File: src/rtl/core/assert_macros.svh
// Assertion macros used by the top-level RTL file.
`ifndef ASSERT_MACROS_SVH
`define ASSERT_MACROS_SVH

// Implication checked at every clock edge outside reset.
`define GPR_ASSERT_IMP(lbl, ante, cons, msg) \
  lbl: assert property (@(posedge clk_i) disable iff (!rst_ni) (ante) |-> (cons)) \
    else $error(msg);

// Plain condition checked at every clock edge outside reset.
`define GPR_ASSERT_ALWAYS(lbl, prop, msg) \
  lbl: assert property (@(posedge clk_i) disable iff (!rst_ni) (prop)) else $error(msg);

`endif

File: src/rtl/core/gpr_pkg.sv
// Shared types and constants of the pyramid reduce block.
`timescale 1ns / 1ps
package gpr_pkg;

  localparam int unsigned MAX_WIDTH     = 2048;
  localparam int unsigned MAX_HEIGHT    = 4096;
  localparam int unsigned RESET_WIDTH   = 2048;
  localparam int unsigned RESET_HEIGHT  = 2048;
  localparam int unsigned SAMPLE_BITS   = 20;
  localparam int unsigned BLUR_BITS     = SAMPLE_BITS + 2;
  localparam int unsigned PAIR_BITS     = BLUR_BITS + 1;
  localparam int unsigned HALF_BITS     = PAIR_BITS + 1;
  localparam int unsigned SUM_BITS      = SAMPLE_BITS + 6;
  localparam int unsigned PAIR_DEPTH    = MAX_WIDTH / 2;
  localparam int unsigned PAIR_AW       = $clog2(PAIR_DEPTH);
  localparam int unsigned COL_BITS      = $clog2(MAX_WIDTH);
  localparam int unsigned ROW_BITS      = $clog2(MAX_HEIGHT);
  localparam int unsigned WCFG_BITS     = 12;
  localparam int unsigned HCFG_BITS     = 13;
  localparam int unsigned CFG_DATA_BITS = 13;
  localparam int unsigned OUT_COL_BITS  = 10;
  localparam int unsigned OUT_ROW_BITS  = 11;
  localparam int unsigned NUM_BANKS     = 3;

  typedef enum logic {
    REG_FRAME_WIDTH  = 1'b0,
    REG_FRAME_HEIGHT = 1'b1
  } cfg_reg_e;

  typedef enum logic {
    OP_PIXEL = 1'b0,
    OP_DRAIN = 1'b1
  } op_e;

  typedef logic signed [PAIR_BITS-1:0] pair_t;
  typedef logic [PAIR_AW-1:0]          pair_addr_t;
  typedef logic [1:0]                  bank_t;

  typedef struct packed {
    logic                          operation;
    logic signed [SAMPLE_BITS-1:0] sample;
  } gpr_in_t;

  typedef struct packed {
    logic signed [SAMPLE_BITS-1:0] reduced_sample;
    logic [OUT_COL_BITS-1:0]       out_col;
    logic [OUT_ROW_BITS-1:0]       out_row;
    logic                          last_of_frame;
  } gpr_out_t;

  typedef struct packed {
    logic                    emit;
    logic                    drain;
    bank_t                   b1;
    bank_t                   b2;
    bank_t                   b3;
    logic                    dup;
    pair_t                   cur;
    logic [OUT_COL_BITS-1:0] col;
    logic [OUT_ROW_BITS-1:0] row;
    logic                    last;
  } gpr_req_t;

  typedef struct packed {
    logic       we;
    bank_t      bank;
    pair_addr_t addr;
    pair_t      data;
  } gpr_wr_t;

endpackage

File: src/rtl/core/gpr_back.sv
// Back end: column blur sums, 2x2 average, rounding and output register.
`timescale 1ns / 1ps
module gpr_back (
  input  logic                                   clk_i,
  input  logic                                   rst_ni,
  input  logic                                   accept_i,
  input  gpr_pkg::gpr_req_t                      req_i,
  input  gpr_pkg::pair_t [gpr_pkg::NUM_BANKS-1:0] rd_data_i,
  input  logic                                   out_ready_i,
  output logic                                   adv_o,
  output logic                                   out_valid_o,
  output gpr_pkg::gpr_out_t                      out_data_o
);
  import gpr_pkg::*;

  typedef struct packed {
    logic [OUT_COL_BITS-1:0] col;
    logic [OUT_ROW_BITS-1:0] row;
    logic                    last;
  } pos_t;

  function automatic pair_t pick(pair_t [NUM_BANKS-1:0] d, bank_t b);
    case (b)
      2'd0:    pick = d[0];
      2'd1:    pick = d[1];
      default: pick = d[2];
    endcase
  endfunction

  logic     s1_v_q, s2_v_q, s3_v_q, out_v_q;
  gpr_req_t s1_q;
  logic signed [HALF_BITS-1:0] u_q, v_q;
  pos_t     s2_pos_q, s3_pos_q;
  logic signed [SUM_BITS-1:0] tot_q, rnd;
  gpr_out_t out_q;

  pair_t a1, a2, a3, x;
  logic  o_en, en3, en2, en1;

  assign o_en  = !out_v_q || out_ready_i;
  assign en3   = !s3_v_q || o_en;
  assign en2   = !s2_v_q || en3;
  assign en1   = !s1_v_q || en2;
  assign adv_o = en1;

  always_comb begin
    a1  = pick(rd_data_i, s1_q.b1);
    a2  = pick(rd_data_i, s1_q.b2);
    a3  = s1_q.dup ? a2 : pick(rd_data_i, s1_q.b3);
    x   = s1_q.drain ? a1 : s1_q.cur;
    rnd = tot_q + SUM_BITS'(32);
  end

  always_ff @(posedge clk_i or negedge rst_ni) begin
    if (!rst_ni) begin
      s1_v_q  <= 1'b0;
      s2_v_q  <= 1'b0;
      s3_v_q  <= 1'b0;
      out_v_q <= 1'b0;
    end else begin
      if (en1) begin
        s1_v_q <= accept_i && req_i.emit;
      end
      if (en2) begin
        s2_v_q <= s1_v_q;
      end
      if (en3) begin
        s3_v_q <= s2_v_q;
      end
      if (o_en) begin
        out_v_q <= s3_v_q;
      end
    end
  end

  always_ff @(posedge clk_i) begin
    if (en1) begin
      s1_q <= req_i;
    end
    if (en2) begin
      u_q      <= HALF_BITS'(a1) + HALF_BITS'(a2);
      v_q      <= HALF_BITS'(a3) + HALF_BITS'(x);
      s2_pos_q <= '{col: s1_q.col, row: s1_q.row, last: s1_q.last};
    end
    if (en3) begin
      tot_q    <= SUM_BITS'(v_q) + SUM_BITS'(u_q) + (SUM_BITS'(u_q) <<< 1);
      s3_pos_q <= s2_pos_q;
    end
    if (o_en) begin
      out_q.reduced_sample <= rnd[SUM_BITS-1:6];
      out_q.out_col        <= s3_pos_q.col;
      out_q.out_row        <= s3_pos_q.row;
      out_q.last_of_frame  <= s3_pos_q.last;
    end
  end

  assign out_valid_o = out_v_q;
  assign out_data_o  = out_q;

endmodule

File: config.mk
export PLATFORM = sky130hd
export DESIGN_NAME = gpr_back
export DESIGN_NICKNAME = d
export VERILOG_FILES = /design/src/rtl/core/assert_macros.svh /design/src/rtl/core/gpr_pkg.sv /design/src/rtl/core/gpr_back.sv
export SDC_FILE = /design/constraint.sdc
export NUM_CORES = 1
export LEC_CHECK = 0
export BUFFER_PORTS_ARGS = -buffer_cell sky130_fd_sc_hd__buf_2
export CAP_MARGIN = 10
export CORE_MARGIN = 2
export CORE_UTILIZATION = 50
export CTS_CLUSTER_DIAMETER = 60
export DETAILED_ROUTE_END_ITERATION = 10
export PLACE_DENSITY = 0.81
export SYNTH_ARGS = -nofsm -noshare
export SYNTH_HDL_FRONTEND = slang
export SYNTH_SLANG_ARGS = --single-unit
File: constraint.sdc
create_clock -name clk_i -period 4.3 [get_ports clk_i]
set_clock_uncertainty 0.05 [all_clocks]
set_input_delay 0.43 -clock clk_i [delete_from_list [all_inputs] [get_ports clk_i]]
set_output_delay 0.43 -clock clk_i [all_outputs]
set_load 0.02 [all_outputs]
* Yosys cells after proc, flatten, opt, wreduce, memory -nomap -nowiden
Index checks and enable logic that the tools add are counted.
** Operators by class
- $add $sub $neg :: 5
- Equal/unequal tests :: 3
- Mux-type cells :: 5
- Reductions and logical operators :: 12
** Operators by type and width (number)
- $pmux 23 s2 :: 3
- $add 23x23->24 :: 2
- $mux 23 :: 2
- $add 25x25->26 :: 1
- $add 26x7->26 const B :: 1
- $add 24x24->25 :: 1
- $eq 2x1->1 const B :: 3
- $logic_not 2->1 :: 3
- $logic_not 1->1 :: 4
- $logic_or 1x1->1 :: 4
- $logic_and 1x1->1 :: 1
** Storage, ports and cells
- Register bits after elaboration :: 217
- Bits of input ports :: 127

* Logic depth before layout (Yosys ltp)
Gate-level depths: netlist (run 1).
- Depth after elaboration :: 5
- Mapped depth :: 14

* Worst setup path after synthesis (run 1)
No wires, ideal clock.
- Path type :: reg2reg
- Start :: register out_v_q (netlist: out_valid_o)
- End :: register s1_q[0] (netlist name) (enable)
- Library setup time :: 0.939 ns
- Arrival :: 2.401 ns
- Path slack :: 0.910 ns
- Stages on the path, launching flop included :: 3
- Path buffers :: 0
- Clock period less this slack :: 3.390 ns
- Path through :: dfrtp_1 nor2b_1 nand4_1
** On the way
- Word-level cells in the longest chain between the ends :: 5
** Ends and longest elaborated chain
- start, declared :: RTL line gpr_back.sv:30 : logic s1_v_q, s2_v_q, s3_v_q, out_v_q;
- start signal, assigned :: RTL line gpr_back.sv:71 : out_v_q <= s3_v_q;
- $logic_not 1->1 :: RTL line gpr_back.sv:40 : assign o_en = !out_v_q || out_ready_i;
- $logic_or 1x1->1 :: RTL line gpr_back.sv:40
- $logic_or 1x1->1 :: RTL line gpr_back.sv:41 : assign en3 = !s3_v_q || o_en;
- $logic_or 1x1->1 :: RTL line gpr_back.sv:42 : assign en2 = !s2_v_q || en3;
- $logic_or 1x1->1 :: RTL line gpr_back.sv:43 : assign en1 = !s1_v_q || en2;
- named net adv_o :: RTL line gpr_back.sv:10 : output logic adv_o,
- end signal, assigned :: RTL line gpr_back.sv:78 : s1_q <= req_i;
- end, declared :: RTL line gpr_back.sv:31 : gpr_req_t s1_q;
The timed path passes the listed nets, and every way through them passes these cells.
A chain may end at the register's enable or synchronous reset.

* Worst setup path after layout (run 1)
- Start :: register s1_q[51] (netlist name)
- End :: register v_q[21], data pin
** On the way
- Word-level cells in the longest chain between the ends :: 4
- Elaborated cells between the ends (all ways) :: 5
** Ends and longest elaborated chain
- $eq 2x1->1 / $logic_not 2->1 (equally long branches) :: RTL line gpr_back.sv:23 : case (b)
- $pmux 23 s2 * :: RTL line gpr_back.sv:23
- $mux 23 * :: RTL line gpr_back.sv:50 : x = s1_q.drain ? a1 : s1_q.cur;
- $add 23x23->24 * :: RTL line gpr_back.sv:82 : v_q <= HALF_BITS'(a3) + HALF_BITS'(x);
- end signal, assigned :: RTL line gpr_back.sv:82
- end, declared :: RTL line gpr_back.sv:32 : logic signed [HALF_BITS-1:0] u_q, v_q;
Every way passes the cells marked *; elsewhere a longest branch is shown, timed or not.

==> flow_summary_export.csv, run 1 <==
group,metric,value,unit
clock_network,cts-root-buf,"clkbuf_16",
place,gp_congestion,1.004,
layout,drive_above_1_share,19.27,%
yosys,synthSimpleGateAreaFrac,10.98,%
setup_path,reg2regPathDepth,10,
place,dp.final_hpwl,21300,microns
job,cap_violations,0,
clock_network,cts-htree-levels,1,
layout,multi_input_area,6266,sq um
timing,slew_headroom,35.53,%
drt,viasPerCell,5.660,
yosys,syn_inst,1159,
yosys,synth-xor-area-share,4.550,%
setup_path,worstSetupPathType,"flip-flop to flip-flop",
layout,syn2layout_area_growth,14.62,%
timing,fin_crit_sh,85.04,%
layout,layout.nets,1541,
drt,first_pass_iters,6,
drt,first_iter_violations,783,
layout,diodes,0,
yosys,syn-cell-area,12900,sq um
pwr,peakVddDrop,0.3763,mV
clock_network,clkLatencyLatePin,0.52,ns
timing,period_needed,3.657,ns
yosys,synthMuxAreaShare,7.771,%
timing,timing.fmax,0.2735,GHz
yosys,yosys_warnings,0,
yosys,ys_types,62,
floorplan,coreArea,25250,sq um
timing,holdWs,0.03503,ns
timing,setup_viol,0,
setup_path,reg2reg_slack,0.64,ns
setup_path,startpoint_type,"flip-flop",
place,port_buffers,170,
drt,drc,0,
floorplan,die_w,164.6,microns
layout,most-common-layout-cells,"edfxtp_1 (208), buf_2 (170), nand2_1 (126)",
timing,worst_pin_slew,0.9636,ns
clock_network,cts_buffers,23,
floorplan,start_util,51.07,%
timing,drv_slew,0,
setup_path,worst_setup_path_end_kind,"flip-flop",
timing,hold_viol_final,0,
drt,wirelength,27530,microns
yosys,synth_compound_gate_area_share,14.49,%
timing,totalNegativeSetupSlack,0,ns
setup_path,critPathMaxFanout,28,
drt,num_vias,9419,
yosys,synth_top_family_by_area,"compound AO/OA/AOI/OAI gates",
floorplan,dieArea,27090,sq um
yosys,synth_edf_count,208,
clock_network,cts_tree,"built",
floorplan,ios,171,
global_routing,grt_first_pass_wirelength,43580,microns
floorplan,die_h,164.6,microns
yosys,synthAdderAreaFrac,10.67,%
global_routing,grt_max_degree,72,
floorplan,rows,58,
status,outcome,"complete, no violations",
yosys,synth_area_per_cell,11.13,sq um
yosys,synthArstFlopShare,1.887,%
clock_network,numClockSinks,212,
setup_path,worstPathRequired,4.52,ns
hold_path,min_path_cells,1,
layout,layout_commonest_cell,"edfxtp_1",
pwr,leakage,6.248,nW
layout,fin_util,58.54,%
clock_network,cts.reportedPaths.clkPinSlew,0.06,ns
hold_path,hp-class,"input port to flip-flop",
yosys,ys_seq_area_share,49.20,%
drt,wl_per_cell,16.54,microns
pwr,p_per_area,647.8,nW/um^2
setup_path,critPathArrivalTime,3.87,ns
global_routing,antenna_found_initial,0,
timing,rsz0062_at_grt,"no",
yosys,ys.flop_type,"edfxtp_1",
global_routing,track_usage,20.16,%
yosys,synth.ff_latch_count,212,
global_routing,overflow,0,
pwr,power,0.009577,W
global_routing,grt_pass1_vias,8849,
yosys,synth_nets,1381,
layout,fill_cells,2069,
drt,antenna_left,0,
clock_network,cts.path.max_buffers,3,
layout,seq_area,6346,sq um
-- power breakdown --
part | switching (W) | leakage [nW] | internal, W | total (W)
combinational | 0.00259 | 3.68 | 0.00190 | 0.00449
sequential | 0.000273 | 2.23 | 0.00304 | 0.00332
clock | 0.000770 | 0.340 | 0.00100 | 0.00177
total | 0.00364 | 6.25 | 0.00594 | 0.00958
-- registers in the layout, indices dropped and copies added, names as in the netlist, 21 cells and up --
| signal | count |
|---|---|
| s1_q | 53 |
| v_q | 24 |
| out_data_o | 42 |
| tot_q | 21 |
| u_q | 24 |
| s2_pos_q | 22 |
| s3_pos_q | 22 |
-- critical path: stages, from the launching register on --
cell	delay [ns]
edfxtp_1	0.69
buf_4	0.36
o21ai_0	0.19
mux2_2	0.30
ha_1	0.39
a21o_1	0.24
a21o_1	0.19
a211oi_1	0.41
o211ai_1	0.16
a31o_2	0.26
xor2_1	0.14
-- metrics by stage --
step | area (sq um) | worst slack, ns | cells
detailed placement | 14090 | 0.7025 | 1623
floorplan | 12900 | 0.9101 | 1159
global placement | 14090 | 0.8384 | 1623
CTS | 14780 | 0.6879 | 1664
finish | 14780 | 0.6431 | 1664
global route | 14780 | 0.3780 | 1664
-- cells in the mapped netlist, types with 5 or more instances --
library cell	n	area, sq um
a211oi_1	9	67.56
a21o_1	29	217.7
a21oi_1	79	395.4
a31oi_1	16	100.1
and2_1	10	62.56
and3_1	16	100.1
buf_1	5	18.77
buf_2	8	40.04
clkbuf_1	37	138.9
edfxtp_1	208	6246
fa_1	25	500.5
ha_1	70	875.8
inv_1	26	97.59
mux2_2	25	281.5
mux2i_1	72	720.7
nand2_1	127	476.7
nand2b_1	5	31.28
nand3_1	27	135.1
nand4_1	14	87.58
nor2_1	72	270.3
nor2b_1	8	50.05
nor3_1	18	90.09
o211ai_1	7	52.55
o21a_1	6	45.04
o21ai_0	99	495.5
o21bai_1	9	67.56
o31ai_1	6	45.04
xnor2_1	43	376.6
xor2_1	24	210.2
-- cell type report --
| class | instances | area share [%] |
|---|---|---|
| flip-flops and latches | 212 | 42.93 |
| multi-input cells | 870 | 42.39 |
| repair buffers | 186 | 6.585 |
| clock buffers | 29 | 4.046 |
| well taps | 330 | 2.793 |
| inverters | 26 | 0.6602 |
| clock inverters | 11 | 0.6009 |
-- worst paths after layout --
check                                          end                   start
max                              v_q[21]$_DFFE_PP_      s1_q[51]$_DFFE_PP_
min                             s1_q[24]$_DFFE_PP_               req_i[24]
max reg2reg                      v_q[21]$_DFFE_PP_      s1_q[51]$_DFFE_PP_
min reg2reg                 s3_pos_q[11]$_DFFE_PP_  s2_pos_q[11]$_DFFE_PP_
max in group asynchronous       s2_v_q$_DFFE_PN0P_                  rst_ni
min in group asynchronous  out_valid_o$_DFFE_PN0P_                  rst_ni
-- what timing repair did --
action / CTS / global route
resized for setup: 0 / 0
setup endpoints to repair: 0 / 0
hold endpoints to repair: 4 / 0
buffers inserted: 0 / 0
hold buffers: 1 / 0
-- cell families (layout without fill, tap and decap cells) --
group           count (synthesis)  in the layout
simple gates                  311            311
mux                            97             97
xor+xnor                       67             67
compound gates                300            300
fa+ha+maj                      95             95
flops                         212            212
buf+inv                        77            252
-- metal layers --
| layer | up-vias | share of wire [%] | track usage, % |
|---|---|---|---|
| li1 | 4666 | - | - |
| met1 | 4281 | 45 | 28.17 |
| met2 | 398 | 45 | 32.20 |
| met3 | 74 | 6.9 | 3.089 |
| met4 | 0 | 3.4 | 7.115 |
| met5 | - | 0 | 0 |
(Power assumes the default switching activity.)
==> inputs of run 2 (changes only) <==
--- a/config.mk
+++ b/config.mk
@@ -9,8 +9,9 @@
 export CAP_MARGIN = 10
 export CORE_MARGIN = 2
 export CORE_UTILIZATION = 50
-export CTS_CLUSTER_DIAMETER = 60
+export CTS_CLUSTER_DIAMETER = 150
 export DETAILED_ROUTE_END_ITERATION = 10
+export HOLD_SLACK_MARGIN = 0.06
 export PLACE_DENSITY = 0.81
 export SYNTH_ARGS = -nofsm -noshare
 export SYNTH_HDL_FRONTEND = slang
==> run 2 against run 1 <==
Effect of this change:
- first-iteration DRC count is 1.1% higher
- final area is 3.4% higher
- register-to-register slack hardly changed
- highest routed layer unchanged
- maximum frequency is 0.29% lower
- count of clock-buffer cells in the layout stayed put
==> flow_summary_export.csv, run 2 (synthesis results as in run 1) <==
group,metric,value,unit
setup_path,worstSetupPathType,"flip-flop to flip-flop",
place,gp_congestion,1.004,
clock_network,cts_tree,"built",
drt,first_iter_violations,792,
clock_network,cts_buffers,22,
setup_path,critPathArrivalTime,3.87,ns
pwr,leakage,6.452,nW
drt,wirelength,28610,microns
global_routing,grt_max_degree,72,
clock_network,cts.path.max_buffers,3,
layout,most-common-layout-cells,"edfxtp_1 (208), buf_2 (170), nand2_1 (126)",
place,port_buffers,170,
clock_network,cts-htree-levels,1,
setup_path,critPathMaxFanout,28,
clock_network,post_cts_resized,0,
floorplan,die_w,164.6,microns
global_routing,antenna_found_initial,0,
place,dpl_cell_area,14090,sq um
setup_path,worst_setup_path_end_kind,"flip-flop",
drt,antenna_left,0,
global_routing,grt_pass1_vias,9220,
clock_network,numClockSinks,212,
clock_network,post-cts-setup-buffers,0,
job,cap_violations,0,
timing,setup_viol,0,
global_routing,track_usage,21.00,%
timing,worst_pin_slew,0.9777,ns
timing,period_needed,3.667,ns
global_routing,overflow,0,
layout,top_register,"s1_q",
clock_network,clkLatencyLatePin,0.51,ns
setup_path,startpoint_type,"flip-flop",
clock_network,cts.reportedPaths.clkPinSlew,0.07,ns
global_routing,grt_first_pass_wirelength,45390,microns
floorplan,ios,171,
drt,viasPerCell,5.661,
layout,largest_register_ffs,53,
timing,rsz0062_at_grt,"no",
floorplan,dieArea,27090,sq um
pwr,peakVddDrop,0.3752,mV
layout,seq_area,6346,sq um
place,dp.final_hpwl,21300,microns
drt,drc,0,
layout,fill_cells,2022,
floorplan,die_h,164.6,microns
layout,final_area,15290,sq um
timing,fin_crit_sh,85.29,%
timing,slew_headroom,34.59,%
drt,first_pass_iters,6,
timing,hold_viol_final,0,
drt,num_vias,9720,
status,outcome,"complete, no violations",
layout,drive_above_1_share,18.31,%
setup_path,worstPathRequired,4.51,ns
clock_network,cts-root-buf,"clkbuf_16",
drt,wl_per_cell,16.66,microns
pwr,p_per_area,624.4,nW/um^2
hold_path,hp-class,"input port to async pin",
layout,multi_input_area,6266,sq um
floorplan,rows,58,
timing,totalNegativeSetupSlack,0,ns
layout,syn2layout_area_growth,18.53,%
layout,layout_commonest_cell,"edfxtp_1",
layout,layout.nets,1595,
floorplan,start_util,51.07,%
timing,timing.fmax,0.2727,GHz
layout,diodes,0,
floorplan,coreArea,25250,sq um
timing,drv_slew,0,
[run 2: cell count changes in the layout (fill, tap and decap cells not counted), sizes merged]
cell	delta
dlygate4sd3	+55
inv	-1
clkinv	-1
[run 2: worst max-delay path: stages (launching register included)]
cell and delay [ns]:
edfxtp_1 0.69, buf_4 0.36, o21ai_0 0.19, mux2_2 0.30, ha_1 0.40, a21o_1 0.25
a21o_1 0.20, a211oi_1 0.42, o211ai_1 0.16, a31o_2 0.26, xor2_1 0.15
[run 2: final timing paths]
check / startpoint / to / slack [ns] / cells after the start
setup / recovery: s1_q[51]$_DFFE_PP_ / v_q[21]$_DFFE_PP_ / 0.63 / 10
hold / removal: rst_ni / s2_v_q$_DFFE_PN0P_ / 0.20 / 2
setup reg to reg: s1_q[51]$_DFFE_PP_ / v_q[21]$_DFFE_PP_ / 0.63 / 10
hold reg to reg: s3_pos_q[3]$_DFFE_PP_ / out_data_o[3]$_DFFE_PP_ / 0.36 / 0
max in group asynchronous: rst_ni / s3_v_q$_DFFE_PN0P_ / 3.87 / 2
min in group clk_i: s3_pos_q[3]$_DFFE_PP_ / out_data_o[3]$_DFFE_PP_ / 0.36 / 0
[run 2: layout make-up]
class                           instances  share of cell area [%]
Inverter                               26                  0.6384
Clock buffer                           29                   3.773
Clock inverter                          9                  0.4174
Timing Repair Buffer                  241                   9.969
Tap cell                              330                   2.701
Sequential cell                       212                   41.51
Multi-Input combinational cell        870                   40.99
[run 2: per-layer routing]
metal  global-route usage (%)  part of all wire (%)
met5                        0                     0
met4                    7.708                   3.9
met3                    2.788                   6.7
met2                    34.12                    46
met1                    29.00                    44
[run 2: through the flow]
step | power (W) | hold WS, ns | setup WS, ns | std cells | utilization [%]
final | 0.009545 | 0.2023 | 0.6326 | 1717 | 60.53
after global placement | 0.007671 | 0.1925 | 0.8384 | 1623 | 55.78
after global routing | 0.01029 | 0.2061 | 0.3974 | 1717 | 60.53
after detailed placement | 0.007774 | 0.1911 | 0.7025 | 1623 | 55.78
after floorplan | 0.006789 | 0.08441 | 0.9101 | 1159 | -
after CTS | 0.009536 | 0.06235 | 0.6947 | 1716 | 60.49
[run 2: timing repair]
item,in CTS,in global routing
hold endpoints to repair,57,1
setup endpoints to repair,0,0
hold buffers,55,1
[run 2: power by group]
group          internal, W  switching, W
combinational      0.00193       0.00260
clock             0.000951      0.000749
sequential         0.00304      0.000275
