$ cat config.mk
export PLATFORM = sky130hd
export DESIGN_NAME = gpr_front
export DESIGN_NICKNAME = d
export VERILOG_FILES = /design/src/rtl/core/assert_macros.svh /design/src/rtl/core/gpr_pkg.sv /design/src/rtl/core/gpr_front.sv
export SDC_FILE = /design/constraint.sdc
export NUM_CORES = 1
export LEC_CHECK = 0
export BUFFER_PORTS_ARGS = -buffer_cell sky130_fd_sc_hd__buf_2
export CAP_MARGIN = 20
export CORE_MARGIN = 3
export CORE_UTILIZATION = 60
export CTS_CLUSTER_SIZE = 12
export DETAILED_ROUTE_END_ITERATION = 7
export PLACE_DENSITY = 0.89
export SLEW_MARGIN = 25
export SYNTH_ARGS = -nofsm -noshare
export SYNTH_HDL_FRONTEND = slang
export SYNTH_SLANG_ARGS = --single-unit
$ cat constraint.sdc
create_clock -name clk_i -period 11.6 [get_ports clk_i]
set_clock_uncertainty 0.2 [all_clocks]
set_input_delay 0.58 -clock clk_i [delete_from_list [all_inputs] [get_ports clk_i]]
set_output_delay 0.58 -clock clk_i [all_outputs]
set_load 0.05 [all_outputs]
$ cat src/rtl/core/assert_macros.svh
// Assertion macros used by the top-level RTL file.
`ifndef ASSERT_MACROS_SVH
`define ASSERT_MACROS_SVH

// Implication checked at every clock edge outside reset.
`define GPR_ASSERT_IMP(lbl, ante, cons, msg) \
  lbl: assert property (@(posedge clk_i) disable iff (!rst_ni) (ante) |-> (cons)) \
    else $error(msg);

// Plain condition checked at every clock edge outside reset.
`define GPR_ASSERT_ALWAYS(lbl, prop, msg) \
  lbl: assert property (@(posedge clk_i) disable iff (!rst_ni) (prop)) else $error(msg);

`endif

$ cat src/rtl/core/gpr_pkg.sv
// Shared types and constants of the pyramid reduce block.
`timescale 1ns / 1ps
package gpr_pkg;

  localparam int unsigned MAX_WIDTH     = 2048;
  localparam int unsigned MAX_HEIGHT    = 4096;
  localparam int unsigned RESET_WIDTH   = 2048;
  localparam int unsigned RESET_HEIGHT  = 2048;
  localparam int unsigned SAMPLE_BITS   = 20;
  localparam int unsigned BLUR_BITS     = SAMPLE_BITS + 2;
  localparam int unsigned PAIR_BITS     = BLUR_BITS + 1;
  localparam int unsigned HALF_BITS     = PAIR_BITS + 1;
  localparam int unsigned SUM_BITS      = SAMPLE_BITS + 6;
  localparam int unsigned PAIR_DEPTH    = MAX_WIDTH / 2;
  localparam int unsigned PAIR_AW       = $clog2(PAIR_DEPTH);
  localparam int unsigned COL_BITS      = $clog2(MAX_WIDTH);
  localparam int unsigned ROW_BITS      = $clog2(MAX_HEIGHT);
  localparam int unsigned WCFG_BITS     = 12;
  localparam int unsigned HCFG_BITS     = 13;
  localparam int unsigned CFG_DATA_BITS = 13;
  localparam int unsigned OUT_COL_BITS  = 10;
  localparam int unsigned OUT_ROW_BITS  = 11;
  localparam int unsigned NUM_BANKS     = 3;

  typedef enum logic {
    REG_FRAME_WIDTH  = 1'b0,
    REG_FRAME_HEIGHT = 1'b1
  } cfg_reg_e;

  typedef enum logic {
    OP_PIXEL = 1'b0,
    OP_DRAIN = 1'b1
  } op_e;

  typedef logic signed [PAIR_BITS-1:0] pair_t;
  typedef logic [PAIR_AW-1:0]          pair_addr_t;
  typedef logic [1:0]                  bank_t;

  typedef struct packed {
    logic                          operation;
    logic signed [SAMPLE_BITS-1:0] sample;
  } gpr_in_t;

  typedef struct packed {
    logic signed [SAMPLE_BITS-1:0] reduced_sample;
    logic [OUT_COL_BITS-1:0]       out_col;
    logic [OUT_ROW_BITS-1:0]       out_row;
    logic                          last_of_frame;
  } gpr_out_t;

  typedef struct packed {
    logic                    emit;
    logic                    drain;
    bank_t                   b1;
    bank_t                   b2;
    bank_t                   b3;
    logic                    dup;
    pair_t                   cur;
    logic [OUT_COL_BITS-1:0] col;
    logic [OUT_ROW_BITS-1:0] row;
    logic                    last;
  } gpr_req_t;

  typedef struct packed {
    logic       we;
    bank_t      bank;
    pair_addr_t addr;
    pair_t      data;
  } gpr_wr_t;

endpackage

$ cat src/rtl/core/gpr_front.sv
// Front end: configuration, raster counters, row blur and line store access.
`timescale 1ns / 1ps
module gpr_front (
  input  logic                              clk_i,
  input  logic                              rst_ni,
  input  logic                              cfg_we_i,
  input  logic                              cfg_idx_i,
  input  logic [gpr_pkg::CFG_DATA_BITS-1:0] cfg_data_i,
  input  logic                              accept_i,
  input  gpr_pkg::gpr_in_t                  item_i,
  output gpr_pkg::gpr_req_t                 req_o,
  output gpr_pkg::gpr_wr_t                  wr_o,
  output gpr_pkg::pair_addr_t               rd_addr_o
);
  import gpr_pkg::*;

  localparam logic [WCFG_BITS-1:0] W_MIN = WCFG_BITS'(2);
  localparam logic [WCFG_BITS-1:0] W_MAX = WCFG_BITS'(MAX_WIDTH);
  localparam logic [HCFG_BITS-1:0] H_MIN = HCFG_BITS'(2);
  localparam logic [HCFG_BITS-1:0] H_MAX = HCFG_BITS'(MAX_HEIGHT);

  function automatic bank_t bank_prev(bank_t b);
    bank_prev = (b == 2'd0) ? 2'd2 : b - 2'd1;
  endfunction

  function automatic bank_t bank_next(bank_t b);
    bank_next = (b == 2'd2) ? 2'd0 : b + 2'd1;
  endfunction

  logic [COL_BITS-1:0]     w_last_q, w_last_d;
  logic [PAIR_AW-1:0]      hw_last_q, hw_last_d;
  logic [ROW_BITS-1:0]     h_last_q, h_last_d;
  logic                    h_odd_q, h_odd_d;
  logic                    h_two_q, h_two_d;
  logic [OUT_ROW_BITS-1:0] drow_q, drow_d;

  logic signed [SAMPLE_BITS-1:0] p1_q, p1_d, p2_q, p2_d;
  logic signed [BLUR_BITS-1:0]   prb_q, prb_d;
  logic [COL_BITS-1:0]           col_q, col_d;
  logic [ROW_BITS-1:0]           row_q, row_d;
  bank_t                         rmod_q, rmod_d;
  logic                          pend_q, pend_d;
  logic [PAIR_AW-1:0]            dcol_q, dcol_d;
  bank_t                         dline_q, dline_d;

  logic [WCFG_BITS-1:0]        w_raw, w_eff;
  logic [HCFG_BITS-1:0]        h_raw, h_eff;
  logic signed [BLUR_BITS-1:0] rb, rb2;
  pair_t                       pair_mid, pair_end, pair;
  logic                        is_drain, pix, col_last, emit_end, emit_mid, pix_emit;
  logic                        row_even_ge2;
  pair_addr_t                  pidx;

  always_comb begin
    w_raw = cfg_data_i[WCFG_BITS-1:0];
    h_raw = cfg_data_i[HCFG_BITS-1:0];
    if (w_raw < W_MIN) begin
      w_eff = W_MIN;
    end else if (w_raw > W_MAX) begin
      w_eff = W_MAX;
    end else begin
      w_eff = w_raw;
    end
    if (h_raw < H_MIN) begin
      h_eff = H_MIN;
    end else if (h_raw > H_MAX) begin
      h_eff = H_MAX;
    end else begin
      h_eff = h_raw;
    end
  end

  always_comb begin
    w_last_d  = w_last_q;
    hw_last_d = hw_last_q;
    h_last_d  = h_last_q;
    h_odd_d   = h_odd_q;
    h_two_d   = h_two_q;
    drow_d    = drow_q;
    if (cfg_we_i) begin
      unique case (cfg_idx_i)
        REG_FRAME_WIDTH: begin
          w_last_d  = COL_BITS'(w_eff - WCFG_BITS'(1));
          hw_last_d = PAIR_AW'(w_eff[WCFG_BITS-1:1] - (WCFG_BITS-1)'(1));
        end
        REG_FRAME_HEIGHT: begin
          h_last_d = ROW_BITS'(h_eff - HCFG_BITS'(1));
          h_odd_d  = h_eff[0];
          h_two_d  = (h_eff == H_MIN);
          drow_d   = OUT_ROW_BITS'(h_eff[HCFG_BITS-1:1] - (HCFG_BITS-1)'(1));
        end
        default: begin
        end
      endcase
    end
  end

  always_comb begin
    rb       = BLUR_BITS'(p2_q) + (BLUR_BITS'(p1_q) <<< 1) + BLUR_BITS'(item_i.sample);
    rb2      = BLUR_BITS'(p1_q) + (BLUR_BITS'(item_i.sample) <<< 1)
             + BLUR_BITS'(item_i.sample);
    pair_mid = PAIR_BITS'(prb_q) + PAIR_BITS'(rb);
    pair_end = PAIR_BITS'(rb) + PAIR_BITS'(rb2);

    is_drain     = (item_i.operation == OP_DRAIN);
    pix          = !is_drain && !pend_q;
    col_last     = (col_q == w_last_q);
    emit_end     = col_last && col_q[0];
    emit_mid     = !col_q[0] && (col_q != '0);
    pix_emit     = pix && (emit_end || emit_mid);
    pair         = emit_end ? pair_end : pair_mid;
    pidx         = emit_end ? col_q[COL_BITS-1:1] : col_q[COL_BITS-1:1] - 1'b1;
    row_even_ge2 = !row_q[0] && (row_q != '0);

    rd_addr_o = is_drain ? dcol_q : pidx;

    wr_o.we   = accept_i && pix_emit;
    wr_o.bank = rmod_q;
    wr_o.addr = pidx;
    wr_o.data = pair;

    if (is_drain) begin
      req_o.emit  = pend_q;
      req_o.drain = 1'b1;
      req_o.b1    = dline_q;
      req_o.b2    = bank_prev(dline_q);
      req_o.b3    = bank_next(dline_q);
      req_o.dup   = h_two_q;
      req_o.cur   = '0;
      req_o.col   = dcol_q;
      req_o.row   = drow_q;
      req_o.last  = (dcol_q == hw_last_q);
    end else begin
      req_o.emit  = pix_emit && row_even_ge2;
      req_o.drain = 1'b0;
      req_o.b1    = bank_prev(rmod_q);
      req_o.b2    = bank_next(rmod_q);
      req_o.b3    = rmod_q;
      req_o.dup   = (row_q == ROW_BITS'(2));
      req_o.cur   = pair;
      req_o.col   = pidx;
      req_o.row   = OUT_ROW_BITS'(row_q[ROW_BITS-1:1] - 1'b1);
      req_o.last  = h_odd_q && (row_q == h_last_q) && (pidx == hw_last_q);
    end
  end

  always_comb begin
    p1_d    = p1_q;
    p2_d    = p2_q;
    prb_d   = prb_q;
    col_d   = col_q;
    row_d   = row_q;
    rmod_d  = rmod_q;
    pend_d  = pend_q;
    dcol_d  = dcol_q;
    dline_d = dline_q;
    if (cfg_we_i) begin
      p1_d   = '0;
      p2_d   = '0;
      prb_d  = '0;
      col_d  = '0;
      row_d  = '0;
      rmod_d = '0;
      pend_d = 1'b0;
      dcol_d = '0;
    end else if (accept_i && is_drain) begin
      if (pend_q) begin
        if (dcol_q == hw_last_q) begin
          pend_d = 1'b0;
          dcol_d = '0;
        end else begin
          dcol_d = dcol_q + 1'b1;
        end
      end
    end else if (accept_i && pix) begin
      if (col_q == '0) begin
        p1_d = item_i.sample;
        p2_d = item_i.sample;
      end else begin
        p1_d = item_i.sample;
        p2_d = p1_q;
      end
      if (col_q[0]) begin
        prb_d = rb;
      end
      if (col_last) begin
        col_d = '0;
        if (row_q == h_last_q) begin
          row_d  = '0;
          rmod_d = '0;
          if (!h_odd_q) begin
            pend_d  = 1'b1;
            dcol_d  = '0;
            dline_d = rmod_q;
          end
        end else begin
          row_d  = row_q + 1'b1;
          rmod_d = bank_next(rmod_q);
        end
      end else begin
        col_d = col_q + 1'b1;
      end
    end
  end

  always_ff @(posedge clk_i or negedge rst_ni) begin
    if (!rst_ni) begin
      w_last_q  <= COL_BITS'(RESET_WIDTH - 1);
      hw_last_q <= PAIR_AW'(RESET_WIDTH / 2 - 1);
      h_last_q  <= ROW_BITS'(RESET_HEIGHT - 1);
      h_odd_q   <= 1'(RESET_HEIGHT % 2);
      h_two_q   <= (RESET_HEIGHT == 2);
      drow_q    <= OUT_ROW_BITS'(RESET_HEIGHT / 2 - 1);
      p1_q      <= '0;
      p2_q      <= '0;
      prb_q     <= '0;
      col_q     <= '0;
      row_q     <= '0;
      rmod_q    <= '0;
      pend_q    <= 1'b0;
      dcol_q    <= '0;
      dline_q   <= '0;
    end else begin
      w_last_q  <= w_last_d;
      hw_last_q <= hw_last_d;
      h_last_q  <= h_last_d;
      h_odd_q   <= h_odd_d;
      h_two_q   <= h_two_d;
      drow_q    <= drow_d;
      p1_q      <= p1_d;
      p2_q      <= p2_d;
      prb_q     <= prb_d;
      col_q     <= col_d;
      row_q     <= row_d;
      rmod_q    <= rmod_d;
      pend_q    <= pend_d;
      dcol_q    <= dcol_d;
      dline_q   <= dline_d;
    end
  end

endmodule

# After elaboration in Yosys (flattened, before gate mapping)
# Cells that the tools add are included.
[totals]
register_bits = 146
input_bits = 39
output_inout_bits = 100
elab_cells = 141
[classes]
n_addsub = 19
n_lt_le_gt_ge = 4
eq_ne = 11
muxes = 53
bitwise_logic = 4
reduce_logical = 35
[ops]
columns = ["op", "count"]
rows = [
  ["20-bit two-way mux", 7],
  ["10-bit two-way mux", 10],
  ["22-bit two-way mux", 4],
  ["11-bit two-way mux", 6],
  ["12-bit two-way mux", 5],
  ["54-bit two-way mux", 1],
  ["22-bit by 22-bit adder with 23-bit output", 2],
  ["20-bit by 21-bit adder with 22-bit output", 2],
  ["22-bit by 20-bit adder with 22-bit output", 2],
  ["11-bit by 1-bit subtractor with 11-bit output, second input constant", 3],
  ["13-bit two-way mux", 2],
  ["23-bit two-way mux", 1],
  ["10-bit equality test", 2],
  ["10-bit by 1-bit subtractor with 10-bit output, second input constant", 2],
  ["2-bit two-way mux", 9],
  ["13-bit by 2-bit equality test with 1-bit output, second input constant", 1],
  ["13-bit > comparator, second input constant", 1],
  ["13-bit by 2-bit less-than comparator with 1-bit output, second input constant", 1],
  ["12-bit by 1-bit adder with 12-bit output, second input constant", 1],
  ["12-bit equality test", 1],
  ["12-bit by 2-bit equality test with 1-bit output, second input constant", 1],
  ["12-bit > comparator, second input constant", 1],
  ["12-bit by 2-bit less-than comparator with 1-bit output, second input constant", 1],
  ["12-bit nonzero test", 1],
  ["25 further kinds", 59],
]

# Longest topological paths before layout
# Gate-level depths: netlist of the first run.
[depth]
depth_word = 7
depth_mapped = 23
depth_no_buf = 23

# Least setup slack after synthesis of the first run
# OpenSTA, ideal clock, no wires.
[synth_timing]
path_kind = "input-to-output"
startpoint = "input port item_i[1] (netlist name)"
endpoint = "output port req_o[35] (netlist name)"
arrival_ps = 6377
required_ps = 10820
slack_ps = 4443
stages = 22
path_buffers = 0
path_cell_list = "inv_1 > fa_1 > inv_1 > ha_1 > inv_1 > fa_1 > nor2b_1 > o31a_1 > o21ai_0 > nand2b_1 > a21o_1 > a21oi_1 > xnor2_1 > fa_1 > ha_1 > and3_1 > a221oi_1 > o21ai_0 > a21oi_1 > xor2_1 > o21ai_0 > nor2b_1"
[synth_lines]
columns = ["element", "line_no", "rtl"]
rows = [
  ["start: declaration", "gpr_front.sv:10", "input gpr_pkg::gpr_in_t item_i,"],
  ["end: declaration", "gpr_front.sv:11", "output gpr_pkg::gpr_req_t req_o,"],
]

==> results of run 1 <==
-- power by group --
part	switching, uW	leakage (uW)	total [uW]	internal [uW]
combinational	974	0.00480	1480	503
clock	242	0.000281	564	321
sequential	45.0	0.00185	610	565
total	1260	0.00694	2650	1390
-- stage by stage --
step | total power [uW] | cells | utilization | area [sq um]
3_3_place_gp | 2010 | 1912 | 0.648 | 14300
6_report | 2650 | 1944 | 0.675 | 14900
5_1_grt | 2810 | 1944 | 0.675 | 14900
4_1_cts | 2630 | 1944 | 0.675 | 14900
2_1_floorplan | 1720 | 1583 | - | 13600
3_5_place_dp | 2060 | 1912 | 0.648 | 14300
-- registers in the layout, summed over array words and instances, names as in the netlist, 10 cells and up --
register / count
prb_q: 22
p1_q: 20
p2_q: 20
h_last_q: 12
row_q: 12
col_q: 11
drow_q: 11
w_last_q: 11
dcol_q: 10
hw_last_q: 10
-- worst register-to-register path: stages (launching register included) --
cell	delay, ns
dfrtp_1	0.40
inv_1	0.13
fa_1	0.43
inv_1	0.07
ha_1	0.16
inv_1	0.06
fa_1	0.40
nor2b_1	0.17
o31a_1	0.19
a21oi_1	0.11
a31oi_1	0.27
o221ai_1	0.24
o21ai_0	0.37
xnor2_1	0.21
a22o_1	0.24
-- placed cells by master (no fill, tap or decap), types with 14 or more instances in the layout --
| cell type | synthesis | final |
|---|---|---|
| a211oi_1 | 34 | 34 |
| a21o_1 | 30 | 30 |
| a21oi_1 | 103 | 102 |
| a22o_1 | 16 | 16 |
| and3_1 | 15 | 15 |
| buf_2 | 7 | 136 |
| clkbuf_16 | 0 | 17 |
| dfrtp_1 | 104 | 104 |
| dfstp_2 | 42 | 42 |
| fa_1 | 62 | 62 |
| ha_1 | 89 | 89 |
| inv_1 | 75 | 75 |
| mux2_2 | 15 | 15 |
| mux2i_1 | 31 | 31 |
| nand2_1 | 197 | 197 |
| nand2b_1 | 14 | 14 |
| nand3_1 | 29 | 29 |
| nand4_1 | 27 | 27 |
| nor2_1 | 97 | 97 |
| nor2b_1 | 28 | 28 |
| nor3_1 | 22 | 22 |
| nor4_1 | 17 | 17 |
| o21ai_0 | 148 | 148 |
| xnor2_1 | 62 | 62 |
| xor2_1 | 68 | 68 |
-- layer usage --
layer,routed length [um],up-vias,GRT usage
met4,1310,2,0.126
met1,14900,5871,0.396
met3,2780,116,0.0520
met5,13,-,0
met2,18200,605,0.516
li1,-,5695,-
-- cell type report --
| type | instances | area [sq um] | share of cell area |
|---|---|---|---|
| multi-input cells | 1262 | 9210 | 0.618 |
| clock buffers | 19 | 433 | 0.0290 |
| repair buffers | 147 | 767 | 0.0514 |
| well taps | 280 | 350 | 0.0235 |
| flip-flops and latches | 146 | 3710 | 0.249 |
| inverters | 77 | 289 | 0.0194 |
| clock inverters | 13 | 153 | 0.0102 |
-- final timing paths --
check / from / to / slack, ns / cells past startpoint
max: p1_q[0]$_DFFE_PN0P_ / req_o[38] / 4.67 / 24
min: rst_ni / p1_q[1]$_DFFE_PN0P_ / 0.02 / 1
max reg2reg: p1_q[0]$_DFFE_PN0P_ / prb_q[21]$_DFFE_PN0P_ / 7.83 / 14
min reg2reg: drow_q[6]$_DFFE_PN1P_ / drow_q[6]$_DFFE_PN1P_ / 0.28 / 2
max in group asynchronous: rst_ni / row_q[3]$_DFFE_PN0P_ / 9.84 / 2
min in group clk_i: cfg_idx_i / h_last_q[0]$_DFFE_PN1P_ / 0.13 / 2
-- cells by family after synthesis --
group	Yosys count	share of synthesized area
multiplexers	46	0.0351
flip-flops	146	0.272
AND/OR/NAND/NOR	501	0.179
XOR/XNOR	137	0.0943
adder cells (fa/ha/maj)	151	0.173
buffers and inverters	175	0.0537
AO/OA/AOI/OAI	427	0.193
==> qor.csv, run 1 <==
stage;metric;value;unit
detailed_routing;antenna_left;0;
logic_synthesis;ys.flop_type;dfrtp_1;
timing;rsz0062_at_grt;no;
detailed_routing;drt_wl_total;37.2;mm
cells_and_area;n_antenna_cell;0;
cts;clk_pin_slew;0.06;ns
timing;hold_slack;0.0192;ns
critical_path;critPathLaunchType;register;
outcome;status;finished clean;
timing;final.min_clock_period;6.93;ns
cts;cts_setup_buffers;0;
timing;setup_ws;4.67;ns
grt;track_usage;0.308;
logic_synthesis;synthDistinctLibCells;77;
cts;htree_levels;4;
cells_and_area;n_fill_cell;1689;
hold_path;hp-class;in -> async;
floorplan;rows;54;
cts;ctsResizeCount;0;
logic_synthesis;yosysSeqAreaShare;0.272;
floorplan;design.core.area;22100;sq um
logic_synthesis;avgSynthCellArea;8.62;sq um
critical_path;crit_chain;inv_1, fa_1, inv_1, ha_1, inv_1, fa_1, nor2b_1, o31a_1, a21oi_1, nand2_1, a311o_1, a21oi_1, xnor2_1, fa_1, ha_1, or3_1, a221o_1, nand3_1, nand3b_1, a21oi_1, mux2_2, o41a_1, a21oi_1, buf_2;
cells_and_area;areaGrowthSynthToFinish;9.29;%
place;dp_hpwl;27.3;mm
floorplan;die_h;157;um
cts;cts_made_buffers;17;
place;gp_congestion;0.944;
critical_path;required;10.82;ns
logic_synthesis;synthCells;1583;
grt;first_global_vias;12300;
critical_path;critical_path.slowest_cell;fa_1;
logic_synthesis;yosysWarnings;0;
cells_and_area;drive_gt1_frac;0.156;
grt;grt_max_degree;83;
logic_synthesis;ys_top_cells_by_area;dfrtp_1 (19%), fa_1 (9.1%), ha_1 (8.2%);
detailed_routing;drc;0;
critical_path;critPathKind;reg -> out;
timing;fin_tns_setup;0;ns
cts;clk_latency;0.44;ns
power;p_leak;0.00694;uW
timing;period_share;0.598;
logic_synthesis;yosysMostFrequentCell;nand2_1;
grt;gr-total-overflow;0;
logic_synthesis;async_reset_ff_frac;1.00;
timing;max_clock_freq;144;MHz
logic_synthesis;synth_edf_count;0;
logic_synthesis;synth_common_cells;nand2_1 (197), o21ai_0 (148), dfrtp_1 (104);
critical_path;cpMostUsedCell;a21oi_1;
flow_run;cap_violations;0;
timing;setup_viol;0;
timing;slew_viol_final;0;
detailed_routing;first_iter_violations;1089;
floorplan;ios;139;
timing;final_hold_viol_count;0;
detailed_routing;num_vias;12300;
logic_synthesis;synth_top_area_cell;dfrtp_1;
detailed_routing;dr.pass1.iters;6;
cts;cts.sinks;146;
critical_path;worstPathArrival;6.15;ns
floorplan;die_area;24600;sq um
cts;cts_tree;built;
grt;grt_pass1_wl;61.2;mm
cts;ctsHoldBuffers;0;
grt;antenna_found_initial;1;
floorplan;die_w;157;um
detailed_routing;routedWlPerCell;19.2;um
timing;relSlewSlack;0.344;
cells_and_area;nNetsFinal;1841;
power;p_per_area;178;nW/um^2
place;dp_slack;4.78;ns
place;portBuffers;138;
critical_path;critPathBufInv;4;
critical_path;end_kind;output pin;
cts;cts_root_buf;clkbuf_16;
critical_path;cpLargestDelayFamily;compound AO/OA/AOI/OAI gates;
logic_synthesis;netlist_area;13600;sq um
timing;worstMarginPinSlew;0.978;ns
detailed_routing;vias_per_cell;6.32;
critical_path;crit_path_max_fanout;4;
floorplan;start_util;0.617;
cts;clock_path_buffers;2;
logic_synthesis;ys_seq_elements;146;
logic_synthesis;synth_top_area_frac;0.191;
critical_path;cp_slowest_stage_delay;0.51;ns
logic_synthesis;synth_fp_nets;1773;
power;max-vdd-ir-drop;0.103;mV
No activity file was read; power rests on OpenSTA's default activity.
==> run 2, diff against run 1 <==
--- a/config.mk
+++ b/config.mk
@@ -8,10 +8,10 @@
 export BUFFER_PORTS_ARGS = -buffer_cell sky130_fd_sc_hd__buf_2
 export CAP_MARGIN = 20
 export CORE_MARGIN = 3
-export CORE_UTILIZATION = 60
+export CORE_UTILIZATION = 55
 export CTS_CLUSTER_SIZE = 12
 export DETAILED_ROUTE_END_ITERATION = 7
-export PLACE_DENSITY = 0.89
+export PLACE_DENSITY = 0.86
 export SLEW_MARGIN = 25
 export SYNTH_ARGS = -nofsm -noshare
 export SYNTH_HDL_FRONTEND = slang
==> constraint.sdc (replaced) <==
create_clock -name clk_i -period 6.3 [get_ports clk_i]
set_clock_uncertainty 0.2 [all_clocks]
set_input_delay 0.315 -clock clk_i [delete_from_list [all_inputs] [get_ports clk_i]]
set_output_delay 0.315 -clock clk_i [all_outputs]
set_load 0.05 [all_outputs]
==> qor.csv, run 2 (synthesis results as in run 1) <==
stage;metric;value;unit;change
outcome;status;finished with violations;;was finished clean
outcome;violations;hold timing;;
critical_path;crit_chain;fa_1, ha_1, a21o_1, a21oi_1, buf_4, o21a_1, o21ai_1, a21boi_0, o21bai_1, xor2_2, fa_1, ha_1, a21o_1, a21o_1, a21o_1, a21o_1, a21oi_1, o211ai_1, o21ai_0, a21oi_1, buf_4;;was inv_1, fa_1, inv_1, ha_1, inv_1, fa_1, nor2b_1, o31a_1, a21oi_1, nand2_1, a311o_1, a21oi_1, xnor2_1, fa_1, ha_1, or3_1, a221o_1, nand3_1, nand3b_1, a21oi_1, mux2_2, o41a_1, a21oi_1, buf_2
cts;cts.sinks;146;;unchanged
cts;cts_tree;built;;unchanged
detailed_routing;met2WireLength;18.4;mm;was 18.2 mm
critical_path;critPathKind;reg -> out;;unchanged
floorplan;die_h;163;um;was 157 um
critical_path;end_kind;output pin;;unchanged
detailed_routing;drc;0;;unchanged
cells_and_area;nNetsFinal;1863;;was 1841
detailed_routing;drt_wl_total;37.9;mm;was 37.2 mm
critical_path;critical_path.slowest_cell;fa_1;;unchanged
cells_and_area;largest_reg_flops;22;;unchanged
cts;clk_latency;0.44;ns;about the same
timing;hold_slack;-0.00496;ns;was 0.0192 ns
floorplan;rows;57;;was 54
place;post_dp_cell_area;14400;sq um;was 14300 sq um
detailed_routing;num_vias;12500;;was 12300
cts;cts_made_buffers;17;;unchanged
critical_path;critPathLaunchType;register;;unchanged
detailed_routing;vias_per_cell;6.20;;was 6.32
timing;worstMarginPinSlew;0.963;ns;was 0.978 ns
cells_and_area;areaGrowthSynthToFinish;13.5;%;was 9.29%
cells_and_area;final_common_cell;nand2_1;;unchanged
cells_and_area;register_area;3710;sq um;unchanged
critical_path;critPathBufInv;2;;was 4
grt;grt_pass1_wl;60.6;mm;was 61.2 mm
timing;period_share;0.991;;
critical_path;cp_slowest_stage_delay;0.52;ns;was 0.51 ns
grt;antenna_found_initial;2;;was 1
cells_and_area;largest_register;prb_q;;unchanged
timing;final.min_clock_period;6.24;ns;
cells_and_area;n_fill_cell;1871;;was 1689
cells_and_area;drive_gt1_frac;0.192;;was 0.156
grt;grt_max_degree;91;;was 83
critical_path;required;5.78;ns;was 10.82 ns
power;p_total;5100;uW;was 2650 uW
hold_path;hp-class;in -> reg;;was in -> async
timing;slew_viol_final;0;;unchanged
cells_and_area;final_cell_mix;nand2_1 (196), o21ai_0 (137), buf_2 (126);;was nand2_1 (197), o21ai_0 (148), buf_2 (136)
timing;fin_tns_setup;0;ns;unchanged
critical_path;cpMostUsedCell;a21o_1;;was a21oi_1
critical_path;crit_path_max_fanout;6;;was 4
cells_and_area;multiInputGateArea;9500;sq um;was 9210 sq um
detailed_routing;first_iter_violations;1225;;was 1089
detailed_routing;dr.pass1.iters;6;;unchanged
cts;clock_path_buffers;2;;unchanged
grt;gr-total-overflow;0;;unchanged
cells_and_area;reg.largest.list;prb_q (22), p1_q (20), p2_q (20);;unchanged
timing;relSlewSlack;0.352;;was 0.344
floorplan;die_w;163;um;was 157 um
grt;track_usage;0.282;;was 0.308
cts;clk_pin_slew;0.07;ns;was 0.06 ns
place;portBuffers;138;;unchanged
cts;htree_levels;4;;unchanged
place;dp_hpwl;27.0;mm;was 27.3 mm
detailed_routing;route.top_layer_used;met5;;unchanged
timing;setup_viol;0;;unchanged
detailed_routing;routedWlPerCell;18.8;um;was 19.2 um
place;gp_congestion;0.941;;was 0.944
flow_run;cap_violations;0;;unchanged
detailed_routing;antenna_left;0;;unchanged
timing;final_hold_viol_count;2;;was 0
cts;cts_root_buf;clkbuf_16;;unchanged
power;p_per_area;330;nW/um^2;was 178 nW/um^2
cells_and_area;stdcell_area;15500;sq um;was 14900 sq um
grt;first_global_vias;12100;;was 12300
floorplan;design.core.area;24300;sq um;was 22100 sq um
power;max-vdd-ir-drop;0.236;mV;was 0.103 mV
detailed_routing;routed-wl-met3;2.80;mm;was 2.78 mm
critical_path;worstPathArrival;5.73;ns;was 6.15 ns
floorplan;die_area;26700;sq um;was 24600 sq um
critical_path;cpLargestDelayFamily;compound AO/OA/AOI/OAI gates;;unchanged
floorplan;start_util;0.561;;was 0.617
power;p_leak;0.00712;uW;was 0.00694 uW
detailed_routing;wl_met1;15.3;mm;was 14.9 mm
floorplan;ios;139;;unchanged
timing;max_clock_freq;160;MHz;
-- run 2: metal layers --
metal / global-route usage / vias up
li1: - / 5735
met1: 0.362 / 6036
met2: 0.473 / 582
met3: 0.0520 / 113
met4: 0.108 / 2
met5: 0 / -
-- run 2: worst reg2reg max path: cells and delay by family (launching register included) --
| family | cells | cell delay [ns] |
|---|---|---|
| adder cells (fa/ha/maj) | 2 | 0.80 |
| flip-flops | 1 | 0.44 |
| buffers and inverters | 2 | 0.35 |
| XOR/XNOR | 1 | 0.23 |
| AO/OA/AOI/OAI | 7 | 1.39 |
-- run 2: worst paths after layout --
kind | start | cells after the start | end | slack, ns
max | p1_q[1]$_DFFE_PN0P_ | 21 | req_o[41] | 0.06
min | item_i[10] | 3 | p1_q[10]$_DFFE_PN0P_ | -0.005
max reg2reg | p1_q[1]$_DFFE_PN0P_ | 12 | prb_q[14]$_DFFE_PN0P_ | 2.78
min reg2reg | h_two_q$_DFFE_PN0P_ | 2 | h_two_q$_DFFE_PN0P_ | 0.28
max in group asynchronous | rst_ni | 3 | row_q[9]$_DFFE_PN0P_ | 4.28
min in group asynchronous | rst_ni | 2 | p2_q[2]$_DFFE_PN0P_ | 0.35
-- run 2: stage by stage --
step | cells | utilization | setup WS [ns]
CTS | 2004 | 0.625 | -0.0118
floorplan | 1583 | - | 0.0330
finish | 2011 | 0.637 | 0.0574
global placement | 1958 | 0.592 | 0.233
detailed placement | 1958 | 0.592 | 0.126
global route | 2010 | 0.637 | -0.136
-- run 2: area by class of cell --
| type | instances | share of cell area |
|---|---|---|
| Clock buffer | 18 | 0.0277 |
| Tap cell | 324 | 0.0262 |
| Clock inverter | 14 | 0.0107 |
| Timing Repair Buffer | 169 | 0.0641 |
| Sequential cell | 146 | 0.239 |
| Multi-Input combinational cell | 1262 | 0.613 |
| Antenna cell | 1 | 0.000162 |
| Inverter | 77 | 0.0187 |
-- run 2: power by group --
part,internal [uW],switching (uW)
sequential,1040,78.8
clock,596,459
combinational,1030,1900
-- run 2: repair_timing --
action	in CTS	in global routing
endpoints found under the setup margin	13	26
hold buffers	13	0
buffers inserted	1	6
pin swaps	0	20
endpoints found under the hold margin	89	0
resized for setup	12	70
==> run 3, diff against run 2 <==
--- a/config.mk
+++ b/config.mk
@@ -12,6 +12,7 @@
 export CTS_CLUSTER_SIZE = 12
 export DETAILED_ROUTE_END_ITERATION = 7
 export PLACE_DENSITY = 0.86
+export RECOVER_POWER = 50
 export SLEW_MARGIN = 25
 export SYNTH_ARGS = -nofsm -noshare
 export SYNTH_HDL_FRONTEND = slang
==> qor.csv, run 3 (synthesis results as in run 1) <==
stage;metric;value;unit;change
outcome;status;finished with violations;;unchanged
outcome;violations;hold timing, capacitance limit, slew limit;;was hold timing
floorplan;die_w;163;um;unchanged
detailed_routing;dr.pass1.iters;6;;unchanged
cells_and_area;largest_reg_flops;22;;unchanged
place;dp_hpwl;27.0;mm;unchanged
floorplan;ios;139;;unchanged
timing;hold_slack;-0.00724;ns;was -0.00496 ns
power;swShare;0.477;;about the same
place;gp_congestion;0.941;;unchanged
hold_path;hold_depth;3;;unchanged
cells_and_area;final_util;0.635;;was 0.637
floorplan;design.core.area;24300;sq um;unchanged
grt;gr-total-overflow;0;;unchanged
cells_and_area;n_fill_cell;1879;;was 1871
cts;htree_levels;4;;unchanged
critical_path;rr_worst_depth;9;;was 12
cells_and_area;drive_gt1_frac;0.182;;was 0.192
grt;grt_pass1_wl;60.6;mm;unchanged
grt;antenna_found_initial;2;;unchanged
cts;cts_root_buf;clkbuf_16;;unchanged
cells_and_area;final_common_cell;nand2_1;;unchanged
cts;clk_pin_slew;0.07;ns;about the same
cells_and_area;final_cell_mix;nand2_1 (196), o21ai_0 (137), buf_2 (115);;was nand2_1 (196), o21ai_0 (137), buf_2 (126)
timing;slew_viol_final;145;;was 0
detailed_routing;routedWlPerCell;18.9;um;was 18.8 um
cells_and_area;reg.largest.list;prb_q (22), p1_q (20), p2_q (20);;unchanged
grt;first_global_vias;12100;;unchanged
timing;setup_viol;0;;unchanged
power;max-vdd-ir-drop;0.236;mV;about the same
detailed_routing;antenna_left;0;;unchanged
critical_path;crit_path_max_fanout;6;;unchanged
power;p_switching;2430;uW;about the same
grt;track_usage;0.282;;unchanged
power;power_frac_seq;0.219;;about the same
critical_path;end_kind;output pin;;unchanged
cts;clock_path_buffers;2;;unchanged
cells_and_area;areaGrowthSynthToFinish;13.3;%;was 13.5%
cells_and_area;nNetsFinal;1863;;unchanged
place;dp_slack;0.126;ns;unchanged
detailed_routing;num_vias;12400;;was 12500
detailed_routing;drc;0;;unchanged
flow_run;cap_violations;2;;was 0
cts;cts_made_buffers;17;;unchanged
cts;clk_latency;0.44;ns;about the same
timing;setup_ws;0.0834;ns;was 0.0574 ns
cells_and_area;largest_register;prb_q;;unchanged
cts;cts_tree;built;;unchanged
floorplan;die_h;163;um;unchanged
grt;grt_max_degree;91;;unchanged
detailed_routing;drt_wl_total;38.0;mm;was 37.9 mm
cts;cts.sinks;146;;unchanged
detailed_routing;vias_per_cell;6.17;;was 6.20
timing;relSlewSlack;-2.45;;was 0.352
power;p_per_area;330;nW/um^2;about the same
power;p_clk_frac;0.207;;about the same
floorplan;rows;57;;unchanged
timing;max_clock_freq;161;MHz;was 160 MHz
timing;final_hold_viol_count;2;;unchanged
floorplan;die_area;26700;sq um;unchanged
critical_path;critPathLaunchType;register;;unchanged
power;p_leak;0.00707;uW;was 0.00712 uW
hold_path;hp-class;in -> reg;;unchanged
timing;worstMarginPinSlew;5.17;ns;was 0.963 ns
detailed_routing;first_iter_violations;1297;;was 1225
place;portBuffers;138;;unchanged
timing;period_share;0.987;;was 0.991
critical_path;worstPathArrival;5.70;ns;was 5.73 ns
floorplan;start_util;0.561;;unchanged
critical_path;critPathKind;reg -> out;;unchanged
power;p_int;2670;uW;about the same
critical_path;required;5.78;ns;about the same
timing;final.min_clock_period;6.22;ns;was 6.24 ns
power;p_comb_frac;0.573;;was 0.574
[run 3: final cells by class]
| class | count | area, sq um | share of cell area |
|---|---|---|---|
| antenna | 2 | 5.00 | 0.000324 |
| clock buffer | 18 | 429 | 0.0278 |
| clock inverter | 14 | 166 | 0.0108 |
| inverter | 77 | 289 | 0.0187 |
| multi-input combinational | 1262 | 9480 | 0.614 |
| sequential | 146 | 3710 | 0.240 |
| tap | 324 | 405 | 0.0262 |
| timing repair buffer | 169 | 968 | 0.0627 |
[run 3: what timing repair did]
item	4_1_cts	5_1_grt
setup buffers	1	6
resized for setup	12	70
endpoints found under the hold margin	89	0
endpoints found under the setup margin	13	26
pin swaps	0	20
hold buffers	13	0
[run 3: through the flow]
stage | total power (uW) | cells | hold WS (ns) | instance area [sq um] | TNS, ns
after floorplan | 3180 | 1583 | -0.181 | 13600 | 0
after global placement | 3730 | 1958 | 0.259 | 14400 | 0
after detailed placement | 3790 | 1958 | 0.259 | 14400 | 0
after CTS | 4900 | 2004 | 0.00101 | 15200 | -0.0118
after global routing | 5400 | 2010 | 0.0115 | 15400 | -0.961
final | 5100 | 2012 | -0.00724 | 15500 | 0
[run 3: final timing paths]
kind | from | endpoint | slack, ns
max in group asynchronous | rst_ni | dcol_q[6]$_DFFE_PN0P_ | 0.91
min | item_i[10] | p1_q[10]$_DFFE_PN0P_ | -0.007
min in group asynchronous | rst_ni | p2_q[2]$_DFFE_PN0P_ | 2.12
max | p1_q[1]$_DFFE_PN0P_ | req_o[41] | 0.08
max reg2reg | pend_q$_DFFE_PN0P_ | col_q[10]$_DFFE_PN0P_ | 1.20
min reg2reg | h_two_q$_DFFE_PN0P_ | h_two_q$_DFFE_PN0P_ | 0.28
[run 3: layer usage]
metal / track usage / wire length (um) / vias up
met5: 0 / 13 / -
met3: 0.0520 / 2750 / 110
li1: - / - / 5735
met2: 0.473 / 18500 / 543
met1: 0.362 / 15400 / 6018
met4: 0.108 / 1310 / 2
[run 3: power by group through the flow]
stage	combinational [uW]	clock (uW)	sequential [uW]
final	2930	1060	1120
after global routing	3160	1100	1130
after global placement	2600	0	1130
after CTS	2710	1060	1120
after floorplan	2070	0	1110
after detailed placement	2660	0	1130
[run 3: worst max-delay path, cell delays in order, from the launching register on]
cell and delay [ns]:
dfrtp_1 0.44, fa_1 0.50, ha_1 0.30, a21o_1 0.18, a21oi_1 0.23, buf_4 0.18
o21a_1 0.14, o21ai_1 0.12, a21boi_0 0.33, o21bai_1 0.18, xor2_2 0.23, fa_1 0.52
ha_1 0.41, a21o_1 0.22, a21o_1 0.18, a21o_1 0.19, a21o_1 0.20, a21oi_1 0.15
o211ai_1 0.09, o21ai_0 0.14, a21oi_1 0.12, buf_4 0.24
